<file path="src/sv/bfs_pkg.sv">
package bfs_pkg;

    localparam int DEF_MAX_WIDTH  = 256;
    localparam int DEF_MAX_HEIGHT = 256;
    localparam int DEF_VALUE_BITS = 16;

    localparam logic CFG_FIELD_WIDTH  = 1'b0;
    localparam logic CFG_FIELD_HEIGHT = 1'b1;

    localparam logic KIND_WRITE  = 1'b0;
    localparam logic KIND_SAMPLE = 1'b1;

    typedef struct packed {
        logic              kind;
        logic [7:0]        texel_x;
        logic [7:0]        texel_y;
        logic signed [15:0] texel_value;
        logic signed [23:0] coord_u;
        logic signed [23:0] coord_v;
        logic              wrap_mode;
    } in_item_t;

    typedef struct packed {
        logic signed [15:0] sample_value;
        logic              sample_valid;
    } out_item_t;

    // Classified item handed from the front to the back.
    typedef struct packed {
        logic        is_write;
        logic        is_valid;
        logic [7:0]  wx;
        logic [7:0]  wy;
        logic [15:0] wval;
        logic [7:0]  x0;
        logic [7:0]  x1;
        logic [7:0]  y0;
        logic [7:0]  y1;
        logic [15:0] tx;
        logic [15:0] ty;
    } cmd_t;

endpackage

</file>
<file path="src/sv/bfs_front.sv">
module bfs_front (
    input  logic             clk,
    input  logic             rst_n,
    input  logic             cfg_we,
    input  logic             cfg_index,
    input  logic [8:0]       cfg_data,
    input  logic             item_valid,
    input  bfs_pkg::in_item_t item,
    output logic             cmd_valid,
    output bfs_pkg::cmd_t    cmd,
    input  logic             cmd_stall,
    output logic             item_stall
);
    import bfs_pkg::*;

    logic [8:0] w_reg, h_reg;
    logic       v_reg;
    cmd_t       c_reg;
    cmd_t       c_next;
    logic [8:0] w_eff, h_eff;

    assign w_eff = (w_reg > 9'(DEF_MAX_WIDTH)) ? 9'(DEF_MAX_WIDTH) : w_reg;
    assign h_eff = (h_reg > 9'(DEF_MAX_HEIGHT)) ? 9'(DEF_MAX_HEIGHT) : h_reg;

    function automatic logic [41:0] map_axis(input logic signed [23:0] c,
                                              input logic [8:0] sz,
                                              input logic wrap);
        logic [16:0] cc;
        logic [26:0] x;
        logic signed [10:0] i0;
        logic signed [10:0] i1;
        logic [8:0] a0, a1;
        if (wrap)
            cc = {1'b0, c[15:0]};
        else if (c < 0)
            cc = 17'd0;
        else if (c > 24'sd65536)
            cc = 17'd65536;
        else
            cc = c[16:0];
        x  = 27'(cc) * 27'(sz) + 27'd32768;
        i0 = 11'(x[26:16]) - 11'sd1;
        i1 = i0 + 11'sd1;
        if (wrap)
        begin
            a0 = (i0 < 0) ? 9'(11'(i0) + 11'(sz)) : i0[8:0];
            a1 = (i1 >= $signed({2'b0, sz})) ? 9'(11'(i1) - 11'(sz)) : i1[8:0];
        end
        else
        begin
            a0 = (i0 < 0) ? 9'd0 : i0[8:0];
            a1 = (i1 > $signed({2'b0, sz}) - 11'sd1) ? 9'(sz - 9'd1) : i1[8:0];
        end
        return {a0, a1, 8'd0, x[15:0]};
    endfunction

    logic [41:0] mx, my;
    assign mx = map_axis(item.coord_u, w_eff, item.wrap_mode);
    assign my = map_axis(item.coord_v, h_eff, item.wrap_mode);

    always_comb
    begin
        c_next          = '0;
        c_next.is_write = (item.kind == KIND_WRITE);
        c_next.is_valid = (w_eff != 9'd0) && (h_eff != 9'd0);
        c_next.wx       = item.texel_x;
        c_next.wy       = item.texel_y;
        c_next.wval     = item.texel_value;
        c_next.x0       = mx[40:33];
        c_next.x1       = mx[31:24];
        c_next.y0       = my[40:33];
        c_next.y1       = my[31:24];
        c_next.tx       = mx[15:0];
        c_next.ty       = my[15:0];
    end

    assign item_stall = v_reg && cmd_stall;
    assign cmd_valid  = v_reg;
    assign cmd        = c_reg;

    always_ff @(posedge clk or negedge rst_n)
    begin
        if (!rst_n)
        begin
            w_reg <= '0;
            h_reg <= '0;
            v_reg <= 1'b0;
        end
        else
        begin
            if (cfg_we && cfg_index == CFG_FIELD_WIDTH)
                w_reg <= cfg_data;
            if (cfg_we && cfg_index == CFG_FIELD_HEIGHT)
                h_reg <= cfg_data;
            if (!item_stall)
                v_reg <= item_valid;
        end
    end

    always_ff @(posedge clk)
    begin
        if (!item_stall && item_valid)
            c_reg <= c_next;
    end
endmodule

</file>
<file path="config.mk">
export PLATFORM = sky130hd
export DESIGN_NAME = bfs_front
export DESIGN_NICKNAME = d
export VERILOG_FILES = /design/src/sv/bfs_pkg.sv /design/src/sv/bfs_front.sv
export SDC_FILE = /design/constraint.sdc
export NUM_CORES = 1
export LEC_CHECK = 0
export BUFFER_PORTS_ARGS = -buffer_cell sky130_fd_sc_hd__buf_2
export CAP_MARGIN = 20
export CORE_AREA = 2 2 250 252
export DETAILED_ROUTE_END_ITERATION = 6
export DIE_AREA = 0 0 252 254
export GPL_TIMING_DRIVEN = 1
export MAX_ROUTING_LAYER = met4
export PLACE_DENSITY = 0.48
export SLEW_MARGIN = 20
export SYNTH_ARGS = -nofsm -noshare
export SYNTH_HDL_FRONTEND = slang
export SYNTH_SLANG_ARGS = --single-unit
</file>
<file path="constraint.sdc">
create_clock -name clk -period 21.2 [get_ports clk]
set_clock_uncertainty 0.2 [all_clocks]
set_input_delay 4.24 -clock clk [delete_from_list [all_inputs] [get_ports clk]]
set_output_delay 4.24 -clock clk [all_outputs]
set_load 0.02 [all_outputs]
</file>
==> summary.md <==
| Metric | Value |
|---|---|
| CP dominant cell by count | fa_1 |
| CP endpoint kind | flip-flop |
| Syn_nets | 2548 |
| TNS Setup | 0 ps |
| Commonest cells in the netlist | inv_1 (305), nand2_1 (257), fa_1 (218), ha_1 (196), nor2_1 (192) |
| Synth top area cells | fa_1 (24%), edfxtp_1 (16%), ha_1 (13%), inv_1 (6.3%), nand2_1 (5.3%) |
| Largest register FFs | 98 |
| Largest net degree at the start of global routing | 53 |
| Via density | 5.04 |
| Comb power frac | 77.8% |
| Worst reg2reg startpoint | w_reg[8] |
| Tot GR Track Use | 18.3% |
| Post-synthesis compound-gate area fraction | 11.2% |
| Syn-to-layout area delta | 13.2% |
| P_leak | 9.83 nW |
| RSZ-0062 raised after global routing | false |
| RR Endpoint | cmd[51] |
| Hold/Removal Path Class | flip-flop to flip-flop |
| Synth Register Bits | 117 |
| CP required | 21120 ps |
| RD Place Congestion | 0.917 |
| Initial Util | 29.7% |
| R2R depth | 31 |
| Final wirelength | 56100 µm |
| Post-DR wirelength/cell | 18.7 µm |
| Share of cells above drive strength 1 | 13.7% |
| Simple-Gate Fraction of Synth Area | 17.6% |
| EDFF count, synth | 98 |
| Net Sw Frac | 52.8% |
| Fin. Hold Viols | 0 |
| Startpoint types | input pin |
| Fillers | 6437 |
| H-tree depth | 4 |
| I/O Buffers | 196 |
| Yosys warnings | 0 |
| Worst Min Path Start | w_reg[1] |
| Rows | 91 |
| DP Wirelength | 45400 µm |
| Nets | 2699 |
| XOR/XNOR share of the synthesized area | 4.50% |
| Finished Core Util | 33.6% |
| CP max stage delay | 800 ps |
| GR Overflow Total | 0 |
| Post-synthesis instance total | 2037 |
| # DRC | 0 |
| PnR worst setup slack | 5960 ps |
| Full die area | 64000 µm² |
| Mux cell area share after synthesis | 2.01% |
| Maxcap violations | 0 |
| DP Cell Count | 2959 |
| Worst skew pair latency | 470 ps |
| Fmax achieved | 0.0656 GHz |
| Finished Layout Cells | 2993 |
| Internal Power | 1.53 mW |
| CTS Sinks | 117 |
| Chip Height | 254 µm |
| Hold buffer count at CTS | 0 |
| Seq/Total Area, Yosys | 18.8% |
| Slew @ Worst Pin | 1020 ps |
| P_sw | 1.71 mW |
| Initial antenna violation count | 1 |
| CP startpoint | item[36] |
| Worst-path clk slew | 70 ps |
| IR drop worst, VDD | 0.000108 V |
| Pwr Density | 157 nW/µm² |
| Post-CTS Setup Bufs | 0 |
| Ys async rst share | 16.2% |
| Hold Path End | w_reg[1] |
| Status | finished, final reports clean |
| Setup slack, reg-to-reg | 9100 ps |
| Clock Power Share | 9.7% |
| Most instantiated library cell after synthesis | inv_1 |
| TritonCTS clock tree | yes |
| Count of cell types in the netlist | 94 |
| Core footprint | 61300 µm² |
| Minimum clock period | 15240 ps |
| Die Wd | 252 µm |
| Synth Area in Adders | 37.5% |
| DR pass1 iterations | 5 |
| Syn Area/Cell | 8.94 µm² |
| Final Max Tran Viols | 0 |
| Slowest CP cell | o31ai_2 |
| TritonCTS Buffers | 17 |
| Number of routed nets with antenna violations | 0 |
| Pre-CTS setup slack | 5630 ps |
| Post-cts resize count | 0 |
| Root cell of the clock tree | clkbuf_16 |
| First-pass GRT wire length | 86600 µm |
| Starting DRC count in detailed routing | 1057 |
| Via count | 15100 |
| Final setup fails | 0 |
| Crit Path Max Fanout | 18 |
| Vias in the first global route | 15200 |
| Synthesized cell area | 18200 µm² |
| Post-synth top area cell | fa_1 |
| Longest Clk Path Bufs | 2 |
| Top-level I/O count | 197 |
| Hold depth | 1 |
| Setup CP Type | input pin to flip-flop |
| Yosys top cell area share | 24.0% |
| Primary FF master, synth | edfxtp_1 |
| Tcrit/Tclk final | 71.9% |
| Critical path arrival | 15170 ps |
| Largest family of logic cells by synthesized area | adder cells |
| Max_slew headroom | 31.9% |
| Sequential Power Share | 12.5% |
-- placed cells by master, fill, tap and decap left out, types with 8 or more instances in the layout --
cell,instances
nor3_1,26
a211oi_1,12
inv_1,305
o21a_1,18
a21oi_1,61
nor2b_1,23
mux2_2,20
o211ai_1,16
dfrtp_1,19
mux2i_1,14
and2_1,39
and3_1,15
buf_2,196
edfxtp_1,98
xnor2_1,66
buf_4,22
nand4_1,14
nand2_1,257
ha_1,196
or3_1,9
nor4_1,23
o21ai_0,55
fa_1,218
a21o_1,21
o31ai_1,9
a31oi_1,8
clkbuf_16,20
nand3_1,39
xor2_1,23
nor2_1,192
nand2b_1,15
-- logic make-up after synthesis --
family / Yosys count
xor gates and xnor gates: 91
muxes: 34
and+or+nand+nor: 693
buffers and inverters: 396
DFF: 117
AOI/OAI and AO/OA: 292
adders and majority gates: 414
-- power groups by stage --
stage	Combinational (mW)	Clock [mW]	Sequential [mW]
final	2.52	0.315	0.405
after CTS	2.52	0.330	0.405
after global placement	2.50	0	0.409
after global routing	2.81	0.335	0.411
after floorplan	1.82	0	0.460
after detailed placement	2.50	0	0.406
-- how the worst max path moves through the flow --
| stage | end | slack (ps) |
|---|---|---|
| 6_report | cmd[51] | 5960 |
| 2_1_floorplan | cmd[48] | 7550 |
| 5_1_grt | cmd[55] | 5070 |
| 3_5_place_dp | cmd[51] | 5630 |
| 4_1_cts | cmd[55] | 6020 |
| 3_3_place_gp | cmd[55] | 5750 |
-- layout make-up --
cell class	instances	area (µm²)	area share (%)
repair buffers	218	1150	5.56
clock inverters	12	115	0.559
clock buffers	20	500	2.43
well taps	790	988	4.80
diodes	2	5.00	0.0243
multi-input cells	1524	13300	64.4
flip-flops and latches	117	3420	16.6
inverters	310	1160	5.65
-- layer usage --
layer / vias to the layer above / wire (µm) / GRT usage, %
li1: 7076 / - / -
met2: 438 / 25500 / 27.5
met5: - / 0 / -
met3: 64 / 3890 / 4.32
met1: 7512 / 25500 / 24.5
met4: 0 / 1230 / 5.17
-- critical path, delay by kind of cell --
family | cells | cell delay, ps
AND/OR/NAND/NOR | 7 | 2140
adder cells (fa/ha/maj) | 8 | 3550
XOR/XNOR | 3 | 1090
AO/OA/AOI/OAI | 12 | 3320
buffers and inverters | 6 | 810
-- metrics by stage --
stage,cell area [µm²],hold WS [ps],power (mW)
2_1_floorplan,18200,273,2.28
3_3_place_gp,20000,319,2.91
3_5_place_dp,20000,315,2.91
4_1_cts,20600,335,3.26
5_1_grt,20600,360,3.56
6_report,20600,331,3.24
(Power assumes the default switching activity.)
